$ cat src/htdp_pkg.sv
// ----------------------------------------------------------------------------
// htdp_pkg
// Shared widths, item types, control/status structs and hash helpers for the
// hashed table lookup core.
// ----------------------------------------------------------------------------
package htdp_pkg;

	localparam int unsigned DEFAULT_TABLE_SLOTS = 256;

	localparam int unsigned KEY_W     = 64;
	localparam int unsigned LEN_W     = 32;
	localparam int unsigned DATA_W    = 64;
	localparam int unsigned SLOT_IN_W = 8;
	localparam int unsigned HASH_W    = 32;

	localparam logic OP_WRITE  = 1'b0;
	localparam logic OP_LOOKUP = 1'b1;

	// one-at-a-time shift amounts
	localparam int unsigned OAAT_MIX_SHL = 10;
	localparam int unsigned OAAT_MIX_SHR = 6;
	localparam int unsigned OAAT_FIN_SHL_A = 3;
	localparam int unsigned OAAT_FIN_SHR = 11;
	localparam int unsigned OAAT_FIN_SHL_B = 15;

	typedef struct packed {
		logic                 op;
		logic [KEY_W-1:0]     key;
		logic [SLOT_IN_W-1:0] slot_in;
		logic [LEN_W-1:0]     length_in;
		logic [DATA_W-1:0]    data_low_in;
		logic [DATA_W-1:0]    data_high_in;
	} in_item_t;

	typedef struct packed {
		logic                 found;
		logic [SLOT_IN_W-1:0] slot_out;
		logic [LEN_W-1:0]     length_out;
		logic [DATA_W-1:0]    data_low_out;
		logic [DATA_W-1:0]    data_high_out;
	} out_item_t;

	typedef enum logic [1:0] {
		RES_WRITE,
		RES_HIT,
		RES_MISS
	} res_kind_t;

	typedef struct packed {
		logic      clr_wr;
		logic      load_item;
		logic      mem_wr;
		logic      hash_step;
		logic      hash_final;
		logic      mod_start;
		logic      mod_sel;     // 0: reduce by table size, 1: by table size minus two
		logic      mod_x_sum;   // reduce the running probe sum instead of the hash
		logic      cap_cur;
		logic      cap_step;
		logic      probe_rd;
		logic      out_load;
		res_kind_t res_kind;
	} ctrl_cmd_t;

	typedef struct packed {
		logic clr_last;
		logic hash_last;
		logic mod_done;
		logic key_empty;
		logic key_match;
		logic probes_done;
	} dp_status_t;

	function automatic logic [HASH_W-1:0] oaat_mix(input logic [HASH_W-1:0] h,
		input logic [7:0] b);
		logic [HASH_W-1:0] t;
		t = h + HASH_W'(b);
		t = t + (t << OAAT_MIX_SHL);
		t = t ^ (t >> OAAT_MIX_SHR);
		return t;
	endfunction

	function automatic logic [HASH_W-1:0] oaat_final(input logic [HASH_W-1:0] h);
		logic [HASH_W-1:0] t;
		t = h + (h << OAAT_FIN_SHL_A);
		t = t ^ (t >> OAAT_FIN_SHR);
		t = t + (t << OAAT_FIN_SHL_B);
		return t;
	endfunction

endpackage

$ cat src/htdp_ctrl.sv
// ----------------------------------------------------------------------------
// htdp_ctrl
// Sequencer for clearing, table writes, hashing and the probe loop; owns the
// channel handshakes.
// ----------------------------------------------------------------------------
module htdp_ctrl (
	input  logic                 clk,
	input  logic                 arst_n,
	input  logic                 item_valid,
	input  logic                 item_op,
	output logic                 item_ready,
	output logic                 result_valid,
	input  logic                 result_ready,
	input  htdp_pkg::dp_status_t status,
	output htdp_pkg::ctrl_cmd_t  cmd
);
	typedef enum logic [3:0] {
		S_CLEAR,
		S_IDLE,
		S_WRITE,
		S_HASH,
		S_FIN,
		S_CUR,
		S_CUR_W,
		S_STEP,
		S_STEP_W,
		S_READ,
		S_CMP,
		S_WAIT,
		S_DONE
	} state_t;

	state_t              state_q;
	htdp_pkg::res_kind_t res_kind_q;
	logic                out_valid_q;
	logic                out_free;

	assign out_free     = !out_valid_q || result_ready;
	assign item_ready   = state_q == S_IDLE;
	assign result_valid = out_valid_q;

	always_comb begin
		cmd          = '0;
		cmd.res_kind = res_kind_q;
		case (state_q)
			S_CLEAR:  cmd.clr_wr     = 1'b1;
			S_IDLE:   cmd.load_item  = item_valid;
			S_WRITE:  cmd.mem_wr     = 1'b1;
			S_HASH:   cmd.hash_step  = 1'b1;
			S_FIN:    cmd.hash_final = 1'b1;
			S_CUR:    cmd.mod_start  = 1'b1;
			S_CUR_W:  cmd.cap_cur    = status.mod_done;
			S_STEP: begin
				cmd.mod_start = 1'b1;
				cmd.mod_sel   = 1'b1;
			end
			S_STEP_W: cmd.cap_step   = status.mod_done;
			S_READ: begin
				// read this slot and start reducing the next probe position
				cmd.probe_rd  = 1'b1;
				cmd.mod_start = 1'b1;
				cmd.mod_x_sum = 1'b1;
			end
			S_WAIT:   cmd.cap_cur    = status.mod_done;
			S_DONE:   cmd.out_load   = out_free;
			default: begin
			end
		endcase
	end

	always_ff @(posedge clk or negedge arst_n) begin
		if (!arst_n) begin
			state_q     <= S_CLEAR;
			res_kind_q  <= htdp_pkg::RES_MISS;
			out_valid_q <= 1'b0;
		end else begin
			if (cmd.out_load) begin
				out_valid_q <= 1'b1;
			end else if (result_ready) begin
				out_valid_q <= 1'b0;
			end
			case (state_q)
				S_CLEAR: begin
					if (status.clr_last) state_q <= S_IDLE;
				end
				S_IDLE: begin
					if (item_valid) begin
						state_q <= (item_op == htdp_pkg::OP_WRITE) ? S_WRITE : S_HASH;
					end
				end
				S_WRITE: begin
					res_kind_q <= htdp_pkg::RES_WRITE;
					state_q    <= S_DONE;
				end
				S_HASH: begin
					if (status.hash_last) state_q <= S_FIN;
				end
				S_FIN:    state_q <= S_CUR;
				S_CUR:    state_q <= S_CUR_W;
				S_CUR_W: begin
					if (status.mod_done) state_q <= S_STEP;
				end
				S_STEP:   state_q <= S_STEP_W;
				S_STEP_W: begin
					if (status.mod_done) state_q <= S_READ;
				end
				S_READ:   state_q <= S_CMP;
				S_CMP: begin
					if (status.key_empty) begin
						res_kind_q <= htdp_pkg::RES_MISS;
						state_q    <= S_DONE;
					end else if (status.key_match) begin
						res_kind_q <= htdp_pkg::RES_HIT;
						state_q    <= S_DONE;
					end else if (status.probes_done) begin
						res_kind_q <= htdp_pkg::RES_MISS;
						state_q    <= S_DONE;
					end else begin
						state_q <= S_WAIT;
					end
				end
				S_WAIT: begin
					if (status.mod_done) state_q <= S_READ;
				end
				S_DONE: begin
					if (out_free) state_q <= S_IDLE;
				end
				default: state_q <= S_IDLE;
			endcase
		end
	end
endmodule
$ cat config.mk
export PLATFORM = sky130hd
export DESIGN_NAME = htdp_ctrl
export DESIGN_NICKNAME = d
export VERILOG_FILES = /design/src/htdp_pkg.sv /design/src/htdp_ctrl.sv
export SDC_FILE = /design/constraint.sdc
export NUM_CORES = 1
export LEC_CHECK = 0
export ABC_AREA = 0
export BUFFER_PORTS_ARGS = -buffer_cell sky130_fd_sc_hd__clkbuf_2
export CAP_MARGIN = 20
export CORE_MARGIN = 5
export CORE_UTILIZATION = 46
export DETAILED_ROUTE_END_ITERATION = 10
export GPL_TIMING_DRIVEN = 0
export PLACE_DENSITY = 0.77
export SLEW_MARGIN = 25
export SYNTH_ARGS = -nofsm -noshare
export SYNTH_HDL_FRONTEND = slang
export SYNTH_SLANG_ARGS = --single-unit
$ cat constraint.sdc
create_clock -name clk -period 2.1 [get_ports clk]
set_clock_uncertainty 0.05 [all_clocks]
set_input_delay 0.21 -clock clk [delete_from_list [all_inputs] [get_ports clk]]
set_output_delay 0.21 -clock clk [all_outputs]
set_load 0.05 [all_outputs]
==> flow_metrics.env <==
export IMPL_status="completed"
export IMPL_swShare=0.5725
export IMPL_required_ns=1.84
export IMPL_worst_ir_drop_vdd_mv=1.071
export IMPL_numClockSinks=7
export IMPL_worstPathMaxFanout=19
export IMPL_min_path_type="primary input to async pin"
export IMPL_n_fill_cell=122
export IMPL_reg2reg_depth=5
export IMPL_synth_area_leaders="dfrtp_1 (23%), nand2_1 (5.7%), nor2b_1 (4.8%)"
export IMPL_ant_nets=0
export IMPL_die_x_um=47.72
export IMPL_regArea_um2=177.7
export IMPL_clk_pin_slew_ns=0.05
export IMPL_max_freq_mhz=505.0
export IMPL_multi_input_area_um2=436.7
export IMPL_worst_path_stages=4
export IMPL_synth_area_leader_cell="dfrtp_1"
export IMPL_wirelength_um=1644
export IMPL_syn2layout_area_growth_pct=31.17
export IMPL_synth_cells=80
export IMPL_dpl_hpwl_um=1255
export IMPL_yosys_area_share_simple=0.3748
export IMPL_power_per_cell_area_nw_per_um2=1781
export IMPL_grt_max_degree=11
export IMPL_critPathBufInv=2
export IMPL_synth_area_um2=654.4
export IMPL_num_rows=13
export IMPL_synth_avg_cell_area_um2=8.180
export IMPL_nNetsFinal=122
export IMPL_synth_edf_count=0
export IMPL_io_pins=27
export IMPL_drt_pass1_iterations=4
export IMPL_cts_buffer_depth=2
export IMPL_drc=0
export IMPL_grt_antenna_before_repair=0
export IMPL_htreeDepth=1
export IMPL_synth_mux_area_frac=0.01530
export IMPL_fin_cells=125
export IMPL_p_int_mw=0.6535
export IMPL_setup_tns_final_ns=0
export IMPL_p_comb_frac=0.750
export IMPL_slew_viol_final=0
export IMPL_setup_violations=0
export IMPL_routabilityCongestion=0.8060
export IMPL_synth_nets=91
export IMPL_relSlewSlack=0.6466
export IMPL_ys_ff_latch=7
export IMPL_drive_gt1_frac=0.4091
export IMPL_fin_total_pwr_mw=1.529
export IMPL_overflow=0
export IMPL_synthArstFlopShare=1.000
export IMPL_core_area_um2=1318
export IMPL_worst_slew_pin_slew_ns=0.5261
export IMPL_synth_fa_ha_area_frac=0
export IMPL_period_needed_ns=1.980
export IMPL_end_kind="output port"
export IMPL_power_frac_clock=0.079
export IMPL_antenna_diode_count=0
export IMPL_synth_top_area_frac=0.2294
export IMPL_cp_slowest_stage_delay_ns=0.53
export IMPL_cts_tree="yes"
export IMPL_dieArea_um2=2277
export IMPL_crit_path_cell_trace="buf_6, or4b_4, nor2_1, clkbuf_2"
export IMPL_criticalPathCategory="register to output port"
export IMPL_p_switching_mw=0.8753
export IMPL_crit_slowest_cell="or4b_4"
export IMPL_root_buffer="clkbuf_4"
export IMPL_seq_area_frac_synth=0.2696
export IMPL_rsz0062_at_grt="no"
export IMPL_hold_violations=0
export IMPL_grtUsageTotal=0.1656
export IMPL_grt_pass1_wl_um=2711
export IMPL_synth_xor_area_frac=0
export IMPL_yosysWarnings=0
export IMPL_dpl_cell_count=121
export IMPL_max_cap_violations=0
export IMPL_pwr_share_seq=0.172
export IMPL_p_leak_nw=0.4215
export IMPL_cp_arrival_ns=1.72
export IMPL_ys_flop_type="dfrtp_1"
export IMPL_portBuffers=26
export IMPL_cts_made_buffers=3
export IMPL_insertion_delay_ns=0.24
export IMPL_cp_top_family="simple AND/OR/NAND/NOR gates"
export IMPL_start_util=0.4967
export IMPL_critPathLaunchType="register"
export IMPL_viasPerCell=5.488
export IMPL_ys_types=36
export IMPL_grt_pass1_vias=617
export IMPL_drt_iter0_drc=11
export IMPL_vias=686
export IMPL_wire_per_inst_um=13.15
export IMPL_synth_top_family_by_area="simple AND/OR/NAND/NOR gates"
export IMPL_synth_compound_area_frac=0.2467
export IMPL_fin_crit_sh=0.9429
export IMPL_die_y_um=47.72
-- worst register-to-register path: stages, from the launching register on --
cell and delay, ns:
dfrtp_1 0.40, buf_6 0.17, or4b_4 0.53, a31oi_2 0.17, nor3b_2 0.08, a32o_1 0.22
-- sequential cells by signal, summed over array words and instances, names as in the netlist --
register and count:
state_q 4, result_valid 1, res_kind_q 2
-- timing repair --
action	in CTS	in global routing
hold buffers	1	0
buffers inserted	0	0
gates resized for setup	0	3
setup endpoints to repair	0	4
endpoints found under the hold margin	7	0
-- cell usage in the layout (no fill, tap or decap), types with 2 or more instances in the layout --
master / Yosys / layout
clkbuf_4: 0 / 3
nor3_1: 4 / 3
a32o_1: 2 / 2
o21ai_1: 3 / 3
nor2_1: 6 / 6
inv_1: 4 / 4
a22o_1: 2 / 2
nand2b_1: 3 / 3
buf_2: 4 / 4
nand2_1: 10 / 10
dfrtp_1: 6 / 5
nand4b_1: 2 / 2
and3_1: 2 / 2
o31ai_1: 2 / 2
a41oi_1: 2 / 2
nor2b_1: 5 / 5
nand4bb_1: 2 / 2
clkbuf_2: 0 / 27
-- layer usage --
layer | global-route usage | wire length (µm) | part of all wire
met1 | 0.2301 | 792 | 0.48
met2 | 0.2586 | 759 | 0.46
met3 | 0.02256 | 79 | 0.048
met4 | 0.06452 | 12 | 0.0073
met5 | 0 | 0 | 0
-- power groups by stage --
stage / sequential (mW) / combinational (mW) / clock (mW)
4_1_cts: 0.260 / 1.15 / 0.122
6_report: 0.262 / 1.15 / 0.120
3_5_place_dp: 0.260 / 1.15 / 0
2_1_floorplan: 0.322 / 0.865 / 0
3_3_place_gp: 0.259 / 1.13 / 0
5_1_grt: 0.275 / 1.24 / 0.131
-- through the flow --
step	setup WS, ns	utilization	instance area, µm²	hold slack [ns]
4_1_cts	0.02859	0.6524	859.6	0.2805
2_1_floorplan	-0.04119	-	674.4	-0.1356
6_report	0.1199	0.6515	858.3	0.2767
5_1_grt	0.03798	0.6515	858.3	0.2889
3_3_place_gp	0.3358	0.6249	823.3	-0.001502
3_5_place_dp	0.3121	0.6249	823.3	0.001613
-- cell type report --
class / count / area share
multi-input cells: 61 / 0.5087
plain buffers: 7 / 0.05102
repair buffers: 27 / 0.1633
well taps: 15 / 0.02187
inverters: 4 / 0.01749
clock buffers: 4 / 0.03061
flip-flops and latches: 7 / 0.2070
-- synthesized netlist by cell type, types with 2 or more instances --
cell	instances
nand4bb_1	2
a41oi_1	2
dfrtp_1	6
o21ai_1	3
o31ai_1	2
nand2_1	10
a32o_1	2
a22o_1	2
nor3_1	4
and3_1	2
clkbuf_1	2
nor2b_1	5
nor2_1	6
nand2b_1	3
inv_1	4
nand4b_1	2
buf_2	4
-- cells by family (layout without fill, tap and decap cells) --
group,Yosys count,count (layout)
buffers and inverters,12,42
flip-flops,7,7
multiplexers,1,1
AND/OR/NAND/NOR,40,40
AO/OA/AOI/OAI,20,20
-- path summary, 6_finish.rpt --
path | start | endpoint | slack, ns
setup / recovery | state_q[0]$_DFFE_PN0P_ | cmd[4] | 0.12
hold / removal | arst_n | state_q[3]$_DFFE_PN0P_ | 0.28
setup reg to reg | state_q[0]$_DFFE_PN0P_ | state_q[2]$_DFFE_PN0P_ | 0.36
hold reg to reg | res_kind_q[0]$_DFFE_PN0P_ | res_kind_q[0]$_DFFE_PN0P_ | 0.49
max in group asynchronous | arst_n | res_kind_q[1]$_DFFE_PN1P_ | 1.49
min in group clk | result_ready | result_valid$_DFFE_PN0P_ | 0.34
(Power assumes the default switching activity.)
